### src/design/subpicture_rle_run_decoder_macros.svh
// Assertion macros shared by the subpicture run decoder.
`ifndef SUBPICTURE_RLE_RUN_DECODER_MACROS_SVH
`define SUBPICTURE_RLE_RUN_DECODER_MACROS_SVH

// Checks a property on every clock edge outside reset.
`define SRD_ASSERT(lbl, prop, msg) \
  lbl: assert property (@(posedge clk_i) disable iff (!rst_ni) (prop)) else $error(msg);

// Checks that a condition in one cycle implies another in the next cycle.
`define SRD_ASSERT_NEXT(lbl, ante, cons, msg) \
  lbl: assert property (@(posedge clk_i) disable iff (!rst_ni) (ante) |=> (cons)) \
    else $error(msg);

`endif

### src/design/srd_pkg.sv
// Types and constants of the subpicture run-length decoder.
`default_nettype none

package srd_pkg;

  localparam int unsigned MaxLineWidth = 4096;
  localparam int unsigned WidthW       = 13;
  localparam int unsigned ColW         = 12;
  localparam int unsigned LineW        = 12;
  localparam int unsigned RowW         = 12;
  localparam int unsigned CfgIdxW      = 3;
  localparam int unsigned CfgDataW     = 16;
  localparam int unsigned QueueDepth   = 4;
  localparam int unsigned QueuePtrW    = $clog2(QueueDepth);
  localparam int unsigned QueueCntW    = $clog2(QueueDepth + 1);

  localparam logic [WidthW-1:0] LineWidthReset  = 13'd720;
  localparam logic [LineW-1:0]  FieldLinesReset = 12'd288;

  // Thresholds that end a code after one, two and three nibbles, and the
  // four-nibble value below which a code fills the rest of the line.
  localparam logic [9:0] CodeMin1 = 10'h004;
  localparam logic [9:0] CodeMin2 = 10'h010;
  localparam logic [9:0] CodeMin3 = 10'h040;
  localparam logic [9:0] CodeFill = 10'h100;

  typedef enum logic [CfgIdxW-1:0] {
    CfgLineWidth  = 3'd0,
    CfgFieldLines = 3'd1,
    CfgColorMap   = 3'd2,
    CfgAlphaMap   = 3'd3
  } cfg_idx_e;

  typedef struct packed {
    logic [5:0]       accum;
    logic [1:0]       cnt;
    logic [ColW-1:0]  column;
    logic [LineW-1:0] line;
  } dec_state_t;

  typedef struct packed {
    logic [WidthW-1:0] run_length;
    logic [3:0]        pixel_color;
    logic [3:0]        pixel_alpha;
    logic [ColW-1:0]   run_column;
    logic [RowW-1:0]   picture_row;
    logic              row_dirty;
    logic              line_end;
    logic              last_of_byte;
  } result_t;

  typedef struct packed {
    dec_state_t st;
    logic       valid;
    logic       line_done;
    result_t    res;
  } feed_t;

endpackage

`default_nettype wire

### src/design/srd_if.sv
// Channel interfaces of the subpicture run-length decoder.
`default_nettype none

interface srd_rle_if
  import srd_pkg::*;
();
  logic       valid;
  logic       ready;
  logic [7:0] rle_byte;
  logic       field_start;
  logic       field_select;

  modport source (output valid, rle_byte, field_start, field_select, input ready);
  modport sink   (input valid, rle_byte, field_start, field_select, output ready);
endinterface

interface srd_run_if
  import srd_pkg::*;
();
  logic              valid;
  logic              ready;
  logic [WidthW-1:0] run_length;
  logic [3:0]        pixel_color;
  logic [3:0]        pixel_alpha;
  logic [ColW-1:0]   run_column;
  logic [RowW-1:0]   picture_row;
  logic              row_dirty;
  logic              line_end;
  logic              last_of_byte;

  modport source (output valid, run_length, pixel_color, pixel_alpha, run_column,
                  picture_row, row_dirty, line_end, last_of_byte, input ready);
  modport sink   (input valid, run_length, pixel_color, pixel_alpha, run_column,
                  picture_row, row_dirty, line_end, last_of_byte, output ready);
endinterface

interface srd_cfg_if
  import srd_pkg::*;
();
  logic                valid;
  logic                ready;
  logic [CfgIdxW-1:0]  reg_index;
  logic [CfgDataW-1:0] wdata;

  modport source (output valid, reg_index, wdata, input ready);
  modport sink   (input valid, reg_index, wdata, output ready);
endinterface

`default_nettype wire

### src/design/subpicture_rle_run_decoder.sv
// A run enters the result queue when its byte is accepted and leaves it behind
// any runs still waiting. Throughput: one byte per cycle while two queue entries
// are free and one run per cycle while the receiver is ready; both nibbles of a
// byte are decoded in the accepting cycle, and a byte giving two runs leaves the
// result queue's single output port one run at a time. Reset: decode state and
// the queue clear at once, registers take their defaults; no clearing pass.
`default_nettype none

module subpicture_rle_run_decoder
  import srd_pkg::*;
(
  input  wire logic    clk_i,
  input  wire logic    rst_ni,
  srd_cfg_if.sink      cfg_i,
  srd_rle_if.sink      rle_i,
  srd_run_if.source    run_o
);

`include "subpicture_rle_run_decoder_macros.svh"

  // Decodes one nibble against the given state. A nibble either extends the
  // partial code or completes it and yields a run. Once the field has all of
  // its lines, nibbles are ignored and the partial code is kept.
  function automatic feed_t feed_nibble(
    input dec_state_t        st,
    input logic [3:0]        nib,
    input logic              fsel,
    input logic [WidthW-1:0] w,
    input logic [LineW-1:0]  flines,
    input logic [15:0]       cmap,
    input logic [15:0]       amap
  );
    feed_t             f;
    logic [9:0]        acc;
    logic [2:0]        cnt;
    logic              done;
    logic [WidthW-1:0] remain;
    logic [WidthW-1:0] run;
    logic [WidthW:0]   endpos;
    logic [1:0]        v;
    f      = '0;
    f.st   = st;
    acc    = {st.accum, nib};
    cnt    = {1'b0, st.cnt} + 3'd1;
    remain = '0;
    run    = '0;
    endpos = '0;
    v      = acc[1:0];
    case (cnt)
      3'd1:    done = (acc >= CodeMin1);
      3'd2:    done = (acc >= CodeMin2);
      3'd3:    done = (acc >= CodeMin3);
      default: done = 1'b1;
    endcase
    if (st.line < flines) begin
      if (!done) begin
        // An unfinished code is below 0x40, so six bits hold it.
        f.st.accum = acc[5:0];
        f.st.cnt   = cnt[1:0];
      end else begin
        f.st.accum = '0;
        f.st.cnt   = '0;
        remain = ({1'b0, st.column} < w) ? (w - {1'b0, st.column}) : WidthW'(1);
        run    = {5'd0, acc[9:2]};
        if ((cnt == 3'd4 && acc < CodeFill) || run == '0 || run > remain) begin
          run = remain;
        end
        f.valid           = 1'b1;
        f.res.run_length  = run;
        // Colour index 3-v selects the entry at bits 4v+3 down to 4v.
        f.res.pixel_color = cmap[{v, 2'b00} +: 4];
        f.res.pixel_alpha = amap[{v, 2'b00} +: 4];
        f.res.run_column  = st.column;
        f.res.picture_row = {st.line[LineW-2:0], fsel};
        f.res.row_dirty   = (run != w);
        endpos = {2'b00, st.column} + {1'b0, run};
        if (endpos >= {1'b0, w}) begin
          f.res.line_end = 1'b1;
          f.line_done    = 1'b1;
          f.st.column    = '0;
          f.st.line      = st.line + LineW'(1);
        end else begin
          f.st.column = endpos[ColW-1:0];
        end
      end
    end
    return f;
  endfunction

  // Configuration registers. Writes are always taken; an index beyond the
  // register list is dropped.
  logic [WidthW-1:0] line_width_q;
  logic [LineW-1:0]  field_lines_q;
  logic [15:0]       color_map_q;
  logic [15:0]       alpha_map_q;

  assign cfg_i.ready = 1'b1;

  always_ff @(posedge clk_i or negedge rst_ni) begin
    if (!rst_ni) begin
      line_width_q  <= LineWidthReset;
      field_lines_q <= FieldLinesReset;
      color_map_q   <= '0;
      alpha_map_q   <= '0;
    end else if (cfg_i.valid) begin
      case (cfg_idx_e'(cfg_i.reg_index))
        CfgLineWidth:  line_width_q  <= cfg_i.wdata[WidthW-1:0];
        CfgFieldLines: field_lines_q <= cfg_i.wdata[LineW-1:0];
        CfgColorMap:   color_map_q   <= cfg_i.wdata;
        CfgAlphaMap:   alpha_map_q   <= cfg_i.wdata;
        default: ;
      endcase
    end
  end

  // The programmed width is clamped to the range one to the maximum.
  logic [WidthW-1:0] eff_width;
  always_comb begin
    if (line_width_q == '0) begin
      eff_width = WidthW'(1);
    end else if (line_width_q > WidthW'(MaxLineWidth)) begin
      eff_width = WidthW'(MaxLineWidth);
    end else begin
      eff_width = line_width_q;
    end
  end

  // Decode state and the two-nibble decode of the incoming byte.
  dec_state_t state_q, state_d;
  dec_state_t st_cur;
  feed_t      f_hi, f_lo;
  logic       use_lo;
  logic       in_fire;

  always_comb begin
    st_cur = rle_i.field_start ? dec_state_t'('0) : state_q;
    f_hi   = feed_nibble(st_cur, rle_i.rle_byte[7:4], rle_i.field_select, eff_width,
                         field_lines_q, color_map_q, alpha_map_q);
    f_lo   = feed_nibble(f_hi.st, rle_i.rle_byte[3:0], rle_i.field_select, eff_width,
                         field_lines_q, color_map_q, alpha_map_q);
    // The low nibble is dropped when the high nibble completes the line.
    use_lo  = !f_hi.line_done;
    state_d = use_lo ? f_lo.st : f_hi.st;
  end

  always_ff @(posedge clk_i or negedge rst_ni) begin
    if (!rst_ni) begin
      state_q <= '0;
    end else if (in_fire) begin
      state_q <= state_d;
    end
  end

  // Results of this byte in order, with the last one flagged.
  result_t   push_a, push_b;
  logic [1:0] push_n;

  always_comb begin
    push_a = f_hi.res;
    push_b = f_lo.res;
    push_n = 2'd0;
    if (f_hi.valid && use_lo && f_lo.valid) begin
      push_n              = 2'd2;
      push_a.last_of_byte = 1'b0;
      push_b.last_of_byte = 1'b1;
    end else if (f_hi.valid) begin
      push_n              = 2'd1;
      push_a.last_of_byte = 1'b1;
    end else if (use_lo && f_lo.valid) begin
      push_n              = 2'd1;
      push_a              = f_lo.res;
      push_a.last_of_byte = 1'b1;
    end
  end

  // Result queue. A byte is taken only while two entries are free, so a
  // waiting result never stops the next byte unless the queue is backed up.
  result_t              queue_q [QueueDepth];
  logic [QueuePtrW-1:0] head_q;
  logic [QueueCntW-1:0] count_q;
  logic [QueuePtrW-1:0] tail0, tail1;
  logic                 pop;

  assign rle_i.ready = (count_q <= QueueCntW'(QueueDepth - 2));
  assign in_fire     = rle_i.valid && rle_i.ready;
  assign pop         = run_o.valid && run_o.ready;
  assign tail0       = head_q + count_q[QueuePtrW-1:0];
  assign tail1       = tail0 + QueuePtrW'(1);

  always_ff @(posedge clk_i or negedge rst_ni) begin
    if (!rst_ni) begin
      head_q  <= '0;
      count_q <= '0;
    end else begin
      if (pop) begin
        head_q <= head_q + QueuePtrW'(1);
      end
      count_q <= count_q + (in_fire ? QueueCntW'(push_n) : QueueCntW'(0))
               - (pop ? QueueCntW'(1) : QueueCntW'(0));
    end
  end

  always_ff @(posedge clk_i) begin
    if (in_fire && push_n != 2'd0) begin
      queue_q[tail0] <= push_a;
    end
    if (in_fire && push_n == 2'd2) begin
      queue_q[tail1] <= push_b;
    end
  end

  result_t head_res;
  assign head_res = queue_q[head_q];

  assign run_o.valid        = (count_q != '0);
  assign run_o.run_length   = head_res.run_length;
  assign run_o.pixel_color  = head_res.pixel_color;
  assign run_o.pixel_alpha  = head_res.pixel_alpha;
  assign run_o.run_column   = head_res.run_column;
  assign run_o.picture_row  = head_res.picture_row;
  assign run_o.row_dirty    = head_res.row_dirty;
  assign run_o.line_end     = head_res.line_end;
  assign run_o.last_of_byte = head_res.last_of_byte;

  // The queue never holds more than its depth.
  `SRD_ASSERT(a_queue_bound, count_q <= QueueCntW'(QueueDepth), "result queue overflow")
  // With two runs from one byte, the first cannot have ended the line.
  `SRD_ASSERT(a_two_runs_mid_line, !(in_fire && push_n == 2'd2) || !push_a.line_end,
              "second run decoded after line end")
  // A completed line restarts at column zero.
  `SRD_ASSERT_NEXT(a_line_restart, in_fire && (f_hi.line_done || (use_lo && f_lo.line_done)),
                   state_q.column == '0, "column not cleared after line end")

endmodule

`default_nettype wire

### src/flat_wrapper.sv
// flat-port wrapper written by rule: the top's interface ports become plain ports
module subpicture_rle_run_decoder_flat import srd_pkg::*;
  (clk_i, rst_ni, cfg_i_valid, cfg_i_reg_index, cfg_i_wdata, cfg_i_ready, rle_i_valid, rle_i_rle_byte, rle_i_field_start, rle_i_field_select, rle_i_ready, run_o_valid, run_o_run_length, run_o_pixel_color, run_o_pixel_alpha, run_o_run_column, run_o_picture_row, run_o_row_dirty, run_o_line_end, run_o_last_of_byte, run_o_ready);
  srd_cfg_if cfg_i_i ();
  srd_rle_if rle_i_i ();
  srd_run_if run_o_i ();
  input  wire logic clk_i;
  input  wire logic rst_ni;
  input wire logic [$bits(cfg_i_i.valid)-1:0] cfg_i_valid;
  input wire logic [$bits(cfg_i_i.reg_index)-1:0] cfg_i_reg_index;
  input wire logic [$bits(cfg_i_i.wdata)-1:0] cfg_i_wdata;
  output wire logic [$bits(cfg_i_i.ready)-1:0] cfg_i_ready;
  input wire logic [$bits(rle_i_i.valid)-1:0] rle_i_valid;
  input wire logic [$bits(rle_i_i.rle_byte)-1:0] rle_i_rle_byte;
  input wire logic [$bits(rle_i_i.field_start)-1:0] rle_i_field_start;
  input wire logic [$bits(rle_i_i.field_select)-1:0] rle_i_field_select;
  output wire logic [$bits(rle_i_i.ready)-1:0] rle_i_ready;
  output wire logic [$bits(run_o_i.valid)-1:0] run_o_valid;
  output wire logic [$bits(run_o_i.run_length)-1:0] run_o_run_length;
  output wire logic [$bits(run_o_i.pixel_color)-1:0] run_o_pixel_color;
  output wire logic [$bits(run_o_i.pixel_alpha)-1:0] run_o_pixel_alpha;
  output wire logic [$bits(run_o_i.run_column)-1:0] run_o_run_column;
  output wire logic [$bits(run_o_i.picture_row)-1:0] run_o_picture_row;
  output wire logic [$bits(run_o_i.row_dirty)-1:0] run_o_row_dirty;
  output wire logic [$bits(run_o_i.line_end)-1:0] run_o_line_end;
  output wire logic [$bits(run_o_i.last_of_byte)-1:0] run_o_last_of_byte;
  input wire logic [$bits(run_o_i.ready)-1:0] run_o_ready;
  assign cfg_i_i.valid = cfg_i_valid;
  assign cfg_i_i.reg_index = cfg_i_reg_index;
  assign cfg_i_i.wdata = cfg_i_wdata;
  assign cfg_i_ready = cfg_i_i.ready;
  assign rle_i_i.valid = rle_i_valid;
  assign rle_i_i.rle_byte = rle_i_rle_byte;
  assign rle_i_i.field_start = rle_i_field_start;
  assign rle_i_i.field_select = rle_i_field_select;
  assign rle_i_ready = rle_i_i.ready;
  assign run_o_valid = run_o_i.valid;
  assign run_o_run_length = run_o_i.run_length;
  assign run_o_pixel_color = run_o_i.pixel_color;
  assign run_o_pixel_alpha = run_o_i.pixel_alpha;
  assign run_o_run_column = run_o_i.run_column;
  assign run_o_picture_row = run_o_i.picture_row;
  assign run_o_row_dirty = run_o_i.row_dirty;
  assign run_o_line_end = run_o_i.line_end;
  assign run_o_last_of_byte = run_o_i.last_of_byte;
  assign run_o_i.ready = run_o_ready;
  subpicture_rle_run_decoder u_core (.clk_i(clk_i), .rst_ni(rst_ni), .cfg_i(cfg_i_i), .rle_i(rle_i_i), .run_o(run_o_i));
endmodule
### config.mk
export PLATFORM = sky130hd
export DESIGN_NAME = subpicture_rle_run_decoder_flat
export DESIGN_NICKNAME = d
export VERILOG_FILES = /design/src/design/srd_pkg.sv /design/src/design/srd_if.sv /design/src/design/subpicture_rle_run_decoder.sv /design/src/flat_wrapper.sv
export VERILOG_INCLUDE_DIRS = /design/src /design/src/design
export SDC_FILE = /design/constraint.sdc
export NUM_CORES = 1
export LEC_CHECK = 0
export BUFFER_PORTS_ARGS = -buffer_cell sky130_fd_sc_hd__buf_2
export CAP_MARGIN = 15
export CORE_UTILIZATION = 42
export CTS_CLUSTER_SIZE = 28
export DETAILED_ROUTE_END_ITERATION = 7
export REMOVE_ABC_BUFFERS = 1
export SLEW_MARGIN = 0
export SYNTH_ARGS = -nofsm -noshare
export SYNTH_HDL_FRONTEND = slang
export SYNTH_SLANG_ARGS = --single-unit
### constraint.sdc
create_clock -name clk_i -period 23.6 [get_ports clk_i]
set_input_delay 3.54 -clock clk_i [delete_from_list [all_inputs] [get_ports clk_i]]
set_output_delay 3.54 -clock clk_i [all_outputs]
set_load 0.02 [all_outputs]
======== Word-level counts from Yosys, hierarchy flattened ========
Memories as Yosys holds them, arrays and structs flattened.
Index checks and enable logic that the tools add are counted.
W data, S select, Z words.
storage, ports and cells
  register bits ........................... 94
  RAM bits ................................ 192
  input bits .............................. 34
  memories ................................ 1
memories
  memory          depth  bits a word  read ports  clocked after Yosys merged registers in  wr ports  line                               RTL
  u_core.queue_q  4      48           1           0                                        2         subpicture_rle_run_decoder.sv:178  result_t queue_q [QueueDepth];
cells by class
  add/sub/neg operators ................... 13
  magnitude comparators ................... 18
  equal/unequal tests ..................... 14
  shift-type cells ........................ 4
  muxes and demuxes ....................... 41
  reduce and logical (&&, ||, !) cells .... 24
operator list
  cell                     number
  $mux W81                 2
  $mux W73                 2
  $mux W13                 10
  $mux W47                 2
  $mux W32                 2
  $shiftx A16 B5 Y4        4
  $mux W12                 4
  $mux W48                 1
  $add A12 B13 Y14         2
  $ge A14 B13 Y1           2
  $gt A8 B13 Y1            2
  $lt A12 B13 Y1           2
  $ne A13 B13 Y1           2
  $sub A13 B12 Y13         2
  $add A12 B1 Y12 const B  2
  $lt A12 B12 Y1           2
  $ge A10 B3 Y1 const B    2
  $ge A10 B5 Y1 const B    2
  $ge A10 B7 Y1 const B    2
  $lt A10 B9 Y1 const B    2
  $eq A3 B2 Y1 const B     6
  $logic_not A8 Y1         2
  $mux W8                  2
  $gt A13 B13 Y1 const B   1
  20 further kinds         52

======== Depth between registers and ports, before layout ========
Gate-level depths: netlist of run 1.
  depth in word-level cells ............... 36
  gate-level depth with buffers ........... 100
  depth with buffers taken out ............ 92

======== Worst setup path before layout of run 1 ========
Ideal clock, no wire load.
  path type ............................... input to register
  from .................................... input rle_i_field_start
  to ...................................... memory u_core.queue_q[3][1] (netlist bit) (data pin)
  setup time .............................. 0.265 ns
  arrival time ............................ 19.847 ns
  slack ................................... 3.488 ns
  stages .................................. 99
  path buffers ............................ 12
  path through ............................ buf_4 > clkbuf_1 > clkbuf_1 > clkbuf_1 > nand2b_1 > ha_1 > a21o_1 > a211o_1 > a221oi_2 > o41ai_4 > and2_1 > clkbuf_1 > nand2_1 > ha_1 > nor2b_1 > o21ai_0 > nand2b_1 > a21oi_1 > [... 63 more ...] > nand2_1 > nand2_1 > a21oi_1 > xnor2_1 > ha_1 > nor2b_1 > o21a_1 > o21a_1 > o21ai_0 > nand2b_1 > a21o_1 > a21o_1 > a21o_1 > a21oi_1 > o211a_2 > buf_6 > nand2b_1 > o21ai_0
RTL lines
  element          line                               RTL
  start, declared  flat_wrapper.sv:15                 input wire logic [$bits(rle_i_i.field_start)-1:0] rle_i_field_start;
  end, declared    subpicture_rle_run_decoder.sv:178

======== Final worst setup path of run 1 ========
  from .................................... input rle_i_field_start
  to ...................................... register u_core.state_q[18] (netlist bit)
on the way
  longest elaborated chain between the ends .. 27
ends and longest elaborated chain
  element                                                                    line                               RTL
  $mux W32 (*)                                                               subpicture_rle_run_decoder.sv:136  st_cur = rle_i.field_start ? dec_state_t'('0) : state_q;
  parallel branches: the longest is 12 deep, another holds $add A12 B13 Y14  -
  $mux W81 (*)                                                               subpicture_rle_run_decoder.sv:55   if (st.line < flines) begin
  $sub A13 B12 Y13 or $lt A12 B13 Y1 (tied branches)                         subpicture_rle_run_decoder.sv:63   remain = ({1'b0, st.column} < w) ? (w - {1'b0, st.column}) : WidthW'(1);
  $mux W13                                                                   subpicture_rle_run_decoder.sv:63
  $gt A8 B13 Y1                                                              subpicture_rle_run_decoder.sv:65   if ((cnt == 3'd4 && acc < CodeFill) || run == '0 || run > remain) begin
  $logic_or A1 B1 Y1                                                         subpicture_rle_run_decoder.sv:65
  $mux W13                                                                   subpicture_rle_run_decoder.sv:65
  $mux W13                                                                   subpicture_rle_run_decoder.sv:56   if (!done) begin
  $mux W13                                                                   subpicture_rle_run_decoder.sv:55
  $add A12 B13 Y14                                                           subpicture_rle_run_decoder.sv:76   endpos = {2'b00, st.column} + {1'b0, run};
  $ge A14 B13 Y1                                                             subpicture_rle_run_decoder.sv:77   if (endpos >= {1'b0, w}) begin
  $mux W12                                                                   subpicture_rle_run_decoder.sv:77
  $mux W73                                                                   subpicture_rle_run_decoder.sv:56
  $mux W81                                                                   subpicture_rle_run_decoder.sv:55
  $mux W32 (*)                                                               subpicture_rle_run_decoder.sv:143  state_d = use_lo ? f_lo.st : f_hi.st;
  end signal, assigned                                                       subpicture_rle_run_decoder.sv:150  state_q <= state_d;
  end, declared                                                              subpicture_rle_run_decoder.sv:129  dec_state_t state_q, state_d;
Every way passes the cells marked *. The select of a mux whose other input is x is not followed.
A chain may end at the register's enable or synchronous reset.

==> results by group, run 1 <==
Clocking
  • Clk slew on worst S/H paths: approximately 0.060 ns
  • Post-CTS setup buffer count: 0
  • Clock root buffer: clkbuf_16
  • TritonCTS clock tree: yes
  • Clk sinks: approximately 290
  • H-tree depth: 2
  • CTS Buffer Depth: 3
  • Post-CTS Hold Fix Bufs: 0
  • PostCTS Resize Cnt: 0
  • Number of buffers created by CTS: 34
  • Clock Latency Late Sink: ~0.54 ns

Critical path
  • Crit Path Max Fanout: 38
  • CP delay by family, top: compound AO/OA/AOI/OAI gates
  • Worst setup path category: in -> reg
  • Critical Path Start Type: input pin
  • CP Data Required Time: 24.08 ns
  • Crit-path slowest cell: mux2i_1
  • Worst R2R End: u_core.state_q[18]
  • Reg2Reg Depth: 88
  • Reg2Reg Launch Point: u_core.line_width_q[12]
  • Worst EP arrival: between 20 and 25 ns
  • CP most frequent cell: a21oi_1
  • Crit path buffers/inverters: 3
  • Reg2reg setup slack: roughly 4.0 ns
  • CP Capture Type: flop
  • CP max stage delay: approximately 0.65 ns

STA
  • Min Clock Period, post-route: between 20 and 25 ns
  • Setup TNS: 0 ns
  • F_max: around 0.047 GHz
  • Max-slew violations: 0
  • Final Hold Fails: 0
  • Worst Tran Pin Value: 1.143 ns
  • Slew HR: 23.59%
  • Setup Viol. Count Final: 0
  • Final period util: 91.02%
  • RSZ-0062 raised after global routing: false
  • Final WS setup: around 2.1 ns
  • Hold_ws: about 0.48 ns
  • Worst Skew: 0.03003 ns

GRT
  • Gr busiest metal: met2
  • GRT Total Usage: between 20% and 30%
  • First-pass GRT wire length: slightly above 90 mm
  • Vias in the first global route: about 15000
  • Met1 GRT Util: between 30 and 40%
  • Grt ovf: 0
  • Met2 Usage GRT: between 40 and 50%
  • Antenna violations before repair: 0
  • Largest net degree at the start of global routing: 72
  • Global routing usage on met3: under 10%

Die
  • Die Footprint: approximately 48000 um^2
  • Chip width: approximately 220 um
  • Initial Utilization: between 40 and 50%
  • Core ar.: 46560 um^2
  • Die H: around 220 um
  • FP Rows: a little under 80
  • Ports: 85

Logic synthesis
  • Main flop type after synthesis: edfxtp_1
  • Syn Inst Count: slightly below 2000
  • Ys async rst share: 32.87%
  • Register area share after synthesis: 41.00%
  • EDFF count, synth: around 190
  • Synth Warn #: 0
  • Synth cell types: between 100 and 150
  • Synthesized area per cell: 10.09 um^2
  • Netlist Area Pre-Place: a little under 20000 um^2
  • Flops & latches, synth: 286

Detailed routing
  • 1st-iter DRT viols: around 1500
  • Remaining DRCs: 0
  • WL per Instance: 23.08 um
  • WL final: between 60 and 70 mm
  • Via Count: between 15000 and 20000
  • Detailed-routing iteration count for the pre-antenna-repair pass: 8
  • Via-to-Cell Ratio: 5.933
  • Remaining antenna violation count: 0

Min path
  • Hold Path Sink: u_core.state_q[11]
  • Hold Startpoint: u_core.state_q[11]
  • Hold path cells: 2
  • Hold Crit Class: reg -> reg

Placement
  • Placer's final routability congestion estimate: 1.006
  • Hpwl dp: 45.68 mm
  • Quantity of I/O buffers inserted on ports: 83
  • Worst slack, placed: roughly 2.1 ns

Final layout
  • Antenna diodes: 0
  • Commonest non-fill, non-tap cells in the layout: 260 x nand2_1, 192 x edfxtp_1, 175 x o21ai_0
  • Share of cells above drive strength 1: 18.20%
  • Register area: 8130 um^2
  • Area occupied by multi-input gates: about 11000 um^2
  • Layout Nets: between 2000 and 2500
  • Most common cell after layout, fill and taps aside: nand2_1
  • Syn-to-layout area delta: 11.46%
  • Filler cells: roughly 4300

Outcome
  • Status: finished clean

Job
  • Max Cap Violations: 0
-- worst max path at each step --
| stage | from | end | slack (ns) | cells past startpoint |
|---|---|---|---|---|
| 2_1_floorplan | rle_i_field_start | u_core.queue_q[0][0] | 3.45 | 57 |
| 3_3_place_gp | rle_i_field_start | u_core.state_q[20] | 2.46 | 85 |
| 3_5_place_dp | rle_i_field_start | u_core.state_q[18] | 2.09 | 85 |
| 4_1_cts | rle_i_field_start | u_core.state_q[18] | 2.59 | 85 |
| 5_1_grt | rle_i_field_start | u_core.state_q[18] | 0.71 | 87 |
| 6_report | rle_i_field_start | u_core.state_q[18] | 2.12 | 87 |
-- layer usage --
metal,vias up,share of wire [%]
li1,7265,-
met1,7705,44
met2,598,45
met3,130,6.7
met4,0,3.9
met5,-,0
-- registers in the layout (all words and copies together), names as in the netlist --
signal and cells:
u_core.queue_q 192, u_core.state_q 32, u_core.alpha_map_q 16, u_core.color_map_q 16
u_core.line_width_q 13, u_core.field_lines_q 12, u_core.count_q 3, u_core.head_q 2
-- logic make-up after synthesis --
family	Yosys count	share of synthesized area (%)
and+or+nand+nor	648	15.99
other	1	0.01892
muxes	135	11.14
xor gates and xnor gates	91	4.097
AOI/OAI and AO/OA	461	15.30
adders and majority gates	127	8.106
buffers and inverters	215	4.350
DFF	286	41.00
-- cells in the mapped netlist (all sizes together), types with 4 or more instances --
| master | instances | share of area [%] |
|---|---|---|
| nand2 | 263 | 5.0 |
| o31ai | 8 | 0.37 |
| and3 | 18 | 0.57 |
| edfxtp | 192 | 29 |
| mux4 | 64 | 7.3 |
| nor3b | 7 | 0.29 |
| a22o | 5 | 0.22 |
| nor4b | 4 | 0.28 |
| o21bai | 9 | 0.36 |
| mux2i | 26 | 1.3 |
| nand2b | 39 | 1.2 |
| inv | 105 | 2.0 |
| mux2 | 45 | 2.6 |
| dfrtp | 88 | 11 |
| o22ai | 18 | 0.57 |
| buf | 27 | 0.79 |
| nor2 | 117 | 2.3 |
| nor4 | 14 | 0.60 |
| a221o | 6 | 0.30 |
| clkbuf | 82 | 1.6 |
| ha | 121 | 7.6 |
| o211ai | 8 | 0.30 |
| a31oi | 18 | 0.64 |
| a41oi | 5 | 0.22 |
| nor3 | 35 | 0.93 |
| nand3 | 34 | 0.88 |
| and2 | 41 | 1.3 |
| o21a | 14 | 0.54 |
| or3 | 16 | 0.53 |
| a21o | 24 | 0.95 |
| a211oi | 14 | 0.61 |
| nor2b | 31 | 0.98 |
| o311ai | 6 | 0.38 |
| or2 | 4 | 0.13 |
| o21ai | 210 | 5.4 |
| o41ai | 6 | 0.53 |
| nand4 | 17 | 0.57 |
| xor2 | 22 | 0.97 |
| xnor2 | 69 | 3.1 |
| a21oi | 72 | 2.0 |
| dfstp | 6 | 0.80 |
-- area by class of cell --
type	count	area share, %
Timing Repair Buffer	123	3.342
Multi-Input combinational cell	1463	49.42
Inverter	106	1.801
Tap cell	607	3.438
Clock inverter	17	0.8892
Clock buffer	44	4.304
Sequential cell	286	36.80
-- metrics by stage --
step | instances | instance area (um^2) | util (%)
2_1_floorplan | 1855 | 19350 | -
3_3_place_gp | 2584 | 20920 | 44.93
3_5_place_dp | 2584 | 20920 | 44.93
4_1_cts | 2645 | 22060 | 47.39
5_1_grt | 2646 | 22090 | 47.45
6_report | 2646 | 22090 | 47.45
-- worst min-delay path: cells and delay by family, from the launching register on --
family           cells  cell delay [ns]
AO/OA/AOI/OAI        1             0.06
AND/OR/NAND/NOR      1             0.05
flip-flops           1             0.33
Power of run 1 is left out: the tool's default activity adds up to more than one toggle a clock period on the data nets, which glitch-free logic cannot reach.
==> run 2: changes to the inputs <==
Settings changed: ABC_AREA set to 1.
==> results by group, run 2 <==
GRT
  • Grt ovf: 0 (unchanged)
  • Met2 Usage GRT: 42.00% (+1.4 points)
  • Largest net degree at the start of global routing: 67 (-6.9%)
  • Global routing usage on met3: 4.139% (+0.27 points)
  • Gr busiest metal: met2
  • GRT Total Usage: 27.34% (+1.4 points)
  • Met1 GRT Util: 38.97% (+3.0 points)
  • First-pass GRT wire length: 103.4 mm (+11%)
  • Antenna violations before repair: 0 (unchanged)
  • Vias in the first global route: 17450 (+14%)

Final layout
  • Layout Nets: 2844 (+31%)
  • Largest regs: u_core.queue_q (192), u_core.state_q (32)
  • Most common cell after layout, fill and taps aside: nand2_1
  • Antenna diodes: 0 (unchanged)
  • Share of cells above drive strength 1: 9.996% (-8.2 points)
  • Commonest non-fill, non-tap cells in the layout: 548 x nand2_1, 439 x o21ai_0, 296 x inv_1
  • Reg with most FFs: u_core.queue_q
  • Final instance area: 22310 um^2 (+0.97%)
  • Syn-to-layout area delta: 9.388%
  • Filler cells: 4813 (+13%)
  • Non-Filler Instances: 3326 (+26%)
  • Register area: 8127 um^2 (about the same)
  • Area occupied by multi-input gates: 10540 um^2 (-3.4%)
  • Max reg flops: 192 (unchanged)

STA
  • Final WS setup: 5.307 ns (+3.188 ns)
  • Setup Viol. Count Final: 0 (unchanged)
  • Min Clock Period, post-route: 18.29 ns (-3.188 ns)
  • Final Hold Fails: 0 (unchanged)
  • Max-slew violations: 0 (unchanged)
  • Worst Skew: 0.02458 ns (-0.005447 ns)
  • F_max: 0.05467 GHz (+17%)
  • Worst Tran Pin Value: 1.065 ns (-0.07842 ns)
  • RSZ-0062 raised after global routing: false
  • Setup TNS: 0 ns (unchanged)
  • Slew HR: 28.81% (+5.2 points)
  • Final period util: 77.51% (-14 points)

Critical path
  • CP delay by family, top: compound AO/OA/AOI/OAI gates
  • Reg2Reg Launch Point: u_core.line_width_q[7]
  • Worst EP arrival: 18.56 ns (-3.40 ns)
  • Crit-path slowest cell: o21ai_0
  • CP Capture Type: flop
  • Reg2reg setup slack: 7.75 ns (+3.79 ns)
  • Critical Path Start Type: input pin
  • Worst setup path category: in -> reg
  • Crit path buffers/inverters: 14 (+11)
  • Crit Path Max Fanout: 26 (-32%)
  • CP Data Required Time: 23.86 ns (-0.22 ns)
  • Worst R2R End: u_core.queue_q[3][1]
  • CP max stage delay: 0.68 ns (+0.03 ns)
  • Reg2Reg Depth: 91 (+3.4%)
  • CP most frequent cell: nand2_1

Clocking
  • TritonCTS clock tree: yes
  • Clk slew on worst S/H paths: 0.06 ns (about the same)
  • Clock root buffer: clkbuf_16
  • H-tree depth: 2 (unchanged)
  • Clk sinks: 286 (unchanged)
  • Post-CTS setup buffer count: 0 (unchanged)
  • Clock Latency Late Sink: 0.55 ns (about the same)
  • PostCTS Resize Cnt: 0 (unchanged)
  • Post-CTS Hold Fix Bufs: 0 (unchanged)
  • Number of buffers created by CTS: 34 (unchanged)
  • CTS Buffer Depth: 3 (unchanged)

Detailed routing
  • WL per Instance: 20.44 um (-11%)
  • Detailed-routing iteration count for the pre-antenna-repair pass: 6 (-2)
  • Via Count: 18850 (+20%)
  • Remaining DRCs: 0 (unchanged)
  • WL final: 68.00 mm (+11%)
  • Via-to-Cell Ratio: 5.667 (-4.5%)
  • Remaining antenna violation count: 0 (unchanged)
  • 1st-iter DRT viols: 1873 (+27%)

Die
  • Die H: 222.3 um (+1.4%)
  • FP Rows: 80 (+1.3%)
  • Initial Utilization: 42.62% (+0.047 points)
  • Core ar.: 47850 um^2 (+2.8%)
  • Ports: 85 (unchanged)
  • Chip width: 222.3 um (+1.4%)
  • Die Footprint: 49440 um^2 (+2.9%)

Logic synthesis
  • EDFF count, synth: 192 (unchanged)
  • Ys async rst share: 32.87% (unchanged)
  • Area leader, netlist: edfxtp_1
  • Flops & latches, synth: 286 (unchanged)
  • Top-area cell type share of the netlist area: 28.28% (-0.82 points)
  • Syn Inst Count: 2662 (+36%)
  • Synth cell types: 54 (-50%)
  • Synth top cells by count: 556 x nand2_1, 439 x o21ai_0, 298 x inv_1
  • Cell with the most instances after synthesis: nand2_1
  • Main flop type after synthesis: edfxtp_1
  • Synthesized area per cell: 7.660 um^2 (-24%)
  • Register area share after synthesis: 39.85% (-1.1 points)
  • Synth Warn #: 0 (unchanged)
  • Synth top area cells: edfxtp_1 28%, dfrtp_1 11%, o21ai_0 11%
  • Netlist Area Pre-Place: 20390 um^2 (+2.9%)

Placement
  • Quantity of I/O buffers inserted on ports: 83 (unchanged)
  • Cell Area, Placed: 21230 um^2 (+1.5%)
  • Worst slack, placed: 5.061 ns (+2.976 ns)
  • Dpl cells: 3265 (+26%)
  • Placer's final routability congestion estimate: 0.9724 (-3.3%)
  • Hpwl dp: 49.31 mm (+8.0%)

Min path
  • Hold Crit Class: reg -> reg
  • Hold path cells: 2 (unchanged)
  • Hold Path Sink: u_core.color_map_q[0]
  • Hold Startpoint: u_core.color_map_q[0]

Job
  • Max Cap Violations: 0 (unchanged)

Outcome
  • Status: finished clean
## run 2: tightest hold or removal path: stages, from the launching register on
cell and delay (ns):
dfrtp_1 0.34, nand2_1 0.05, o21ai_0 0.06
## run 2: layout make-up
| class | instances | share of cell area, % |
|---|---|---|
| clock inverter | 9 | 0.4824 |
| inverter | 313 | 5.267 |
| clock buffer | 52 | 4.347 |
| multi-input combinational | 1942 | 47.27 |
| sequential | 286 | 36.43 |
| timing repair buffer | 109 | 2.749 |
| tap | 615 | 3.450 |
## run 2: metrics by stage
step           hold WS (ns)  util (%)
2_1_floorplan        0.4491         -
3_3_place_gp         0.4656     44.37
3_5_place_dp         0.4714     44.37
4_1_cts              0.4877     46.62
5_1_grt              0.5116     46.62
6_report             0.4825     46.62
## run 2: cell families (layout without fill, tap and decap cells)
logic type	after synthesis	count (layout)	synth area share, %
buffers and inverters	434	483	8.640
adders and majority gates	124	124	7.719
other	1	1	0.01839
AOI/OAI and AO/OA	702	702	18.81
DFF	286	286	39.85
and+or+nand+nor	1062	1062	22.69
xor gates and xnor gates	53	53	2.277
## run 2: layer usage
layer / up-vias / wire length (um) / part of all wire [%]
li1: 9037 / - / -
met1: 8917 / 31060 / 46
met2: 757 / 29530 / 43
met3: 139 / 5089 / 7.5
met4: 0 / 2319 / 3.4
met5: - / 0 / 0
## run 2: worst max path at each step
stage,slack (ns),end,startpoint,cells past startpoint
floorplan,8.02,u_core.queue_q[1][1],rle_i_field_start,84
global placement,5.44,u_core.queue_q[3][1],rle_i_field_start,85
detailed placement,5.06,u_core.queue_q[1][1],rle_i_field_start,89
CTS,5.61,u_core.queue_q[1][1],rle_i_field_start,87
global route,3.96,u_core.queue_q[2][1],rle_i_field_start,87
finish,5.31,u_core.queue_q[3][1],rle_i_field_start,87
Power of run 2 is left out for the same reason.
==> run 3: changes to the inputs <==
Clock period 23.6 ns to 18.35 ns, I/O delays scaled along.
==> results by group, run 3 (same netlist as run 2, synthesis figures left out) <==
GRT
  • Vias in the first global route: 17440 (-0.029%)
  • Antenna violations before repair: 1 (+1)
  • Grt ovf: 0 (unchanged)
  • Largest net degree at the start of global routing: 67 (unchanged)
  • GRT Total Usage: 27.25% (-0.097 points)
  • First-pass GRT wire length: 103.6 mm (+0.20%)

Die
  • Die Footprint: 49440 um^2 (unchanged)
  • FP Rows: 80 (unchanged)
  • Ports: 85 (unchanged)
  • Die H: 222.3 um (unchanged)
  • Core ar.: 47850 um^2 (unchanged)
  • Initial Utilization: 42.62% (unchanged)
  • Chip width: 222.3 um (unchanged)

Clocking
  • Clk slew on worst S/H paths: 0.06 ns (about the same)
  • Post-CTS Hold Fix Bufs: 0 (unchanged)
  • Post-CTS setup buffer count: 0 (unchanged)
  • Clock root buffer: clkbuf_16
  • CTS Buffer Depth: 3 (unchanged)
  • H-tree depth: 2 (unchanged)
  • TritonCTS clock tree: yes
  • PostCTS Resize Cnt: 0 (unchanged)
  • Clk sinks: 286 (unchanged)
  • Clock Latency Late Sink: 0.55 ns (about the same)
  • Number of buffers created by CTS: 35 (+2.9%)

Job
  • Max Cap Violations: 0 (unchanged)

STA
  • RSZ-0062 raised after global routing: false
  • Final period util: ~92%
  • Final Hold Fails: 0 (unchanged)
  • F_max: between 0.05 and 0.06 GHz
  • Worst Tran Pin Value: 1.040 ns (-0.02448 ns)
  • Max-slew violations: 0 (unchanged)
  • Setup Viol. Count Final: 0 (unchanged)
  • Slew HR: 30.44% (+1.6 points)
  • Hold_ws: 0.4873 ns (+0.004759 ns)
  • Min Clock Period, post-route: between 15 and 20 ns
  • Worst Skew: 0.02973 ns (+0.005152 ns)
  • Setup TNS: 0 ns (unchanged)

Placement
  • Hpwl dp: 49.59 mm (+0.57%)
  • Placer's final routability congestion estimate: 0.9825 (+1.0%)
  • Cell Area, Placed: 21240 um^2 (about the same)
  • Quantity of I/O buffers inserted on ports: 83 (unchanged)

Final layout
  • Antenna diodes: 0 (unchanged)
  • Most common cell after layout, fill and taps aside: nand2_1
  • Max reg flops: 192 (unchanged)
  • Filler cells: 4801 (-0.25%)
  • Commonest non-fill, non-tap cells in the layout: 547 x nand2_1, 435 x o21ai_0, 296 x inv_1
  • Largest regs: u_core.queue_q (192), u_core.state_q (32)
  • Reg with most FFs: u_core.queue_q
  • Share of cells above drive strength 1: 10.21% (+0.21 points)
  • Final instance area: 22300 um^2 (about the same)
  • Layout Nets: 2846 (+0.070%)
  • Syn-to-layout area delta: 9.339% (about the same)

Critical path
  • Worst setup path category: in -> reg
  • Critical Path Start Type: input pin
  • Crit Path Max Fanout: 26 (unchanged)
  • Crit path buffers/inverters: 14 (unchanged)
  • Worst EP arrival: 17.09 ns (-1.47 ns)
  • CP Data Required Time: 18.62 ns (-5.24 ns)
  • Crit-path slowest cell: ha_1
  • CP max stage delay: 0.43 ns (-0.25 ns)
  • CP Capture Type: flop
  • CP most frequent cell: nand2_1
  • CP delay by family, top: simple AND/OR/NAND/NOR gates

Detailed routing
  • WL per Instance: 20.44 um (about the same)
  • WL final: 68.03 mm (about the same)
  • Remaining DRCs: 0 (unchanged)
  • Detailed-routing iteration count for the pre-antenna-repair pass: 5 (-1)
  • Remaining antenna violation count: 0 (unchanged)
  • Via Count: 18780 (-0.35%)
  • 1st-iter DRT viols: 2157 (+15%)
  • Via-to-Cell Ratio: 5.644 (-0.41%)

Min path
  • Hold Crit Class: reg -> reg

Outcome
  • Status: finished clean
-- run 3: cell count changes in the layout (fill, tap and decap cells not counted), sizes merged --
cell      before  now
clkbuf        52   50
bufinv         2    0
clkinvlp       1    3
clkinv         7   11
-- run 3: per-layer routing --
layer,vias to the layer above,wire length [um],GRT usage (%)
li1,9049,-,-
met1,8907,31570,39.16
met2,721,29790,42.47
met3,105,4986,4.073
met4,2,1679,7.697
met5,-,12,0
-- run 3: cell type report --
type                       count  area, um^2  area share [%]
sequential                   286        8127           36.45
inverter                     313        1175           5.270
clock buffer                  49       978.4           4.389
timing repair buffer         110       623.1           2.795
tap                          615       769.5           3.451
clock inverter                13       76.32          0.3423
multi-input combinational   1942       10550           47.30
-- run 3: worst paths after layout --
kind	from	to	slack [ns]	cells past startpoint
worst max-delay path	rle_i_field_start	u_core.queue_q[3][1]	1.53	88
worst min-delay path	u_core.field_lines_q[4]	u_core.field_lines_q[4]	0.49	2
worst max register to register	u_core.line_width_q[7]	u_core.queue_q[3][1]	2.99	92
worst min register to register	u_core.field_lines_q[4]	u_core.field_lines_q[4]	0.49	2
max in group asynchronous	rst_ni	u_core.head_q[0]	14.88	2
min in group asynchronous	rst_ni	u_core.color_map_q[7]	2.24	1
-- run 3: per-stage QoR --
stage / util [%] / std cells / setup slack, ns
after floorplan: - / 2541 / 3.553
after global placement: 44.38 / 3266 / 0.9915
after detailed placement: 44.38 / 3266 / 0.5975
after CTS: 46.59 / 3328 / 1.132
after global routing: 46.60 / 3328 / 0.1265
final: 46.60 / 3328 / 1.528
-- run 3: tightest hold or removal path, delay by kind of cell (launching register included) --
| kind | cells | cell delay [ns] |
|---|---|---|
| AND/OR/NAND/NOR | 1 | 0.05 |
| flip-flops | 1 | 0.35 |
| AO/OA/AOI/OAI | 1 | 0.06 |
Power of run 3 is left out for the same reason.
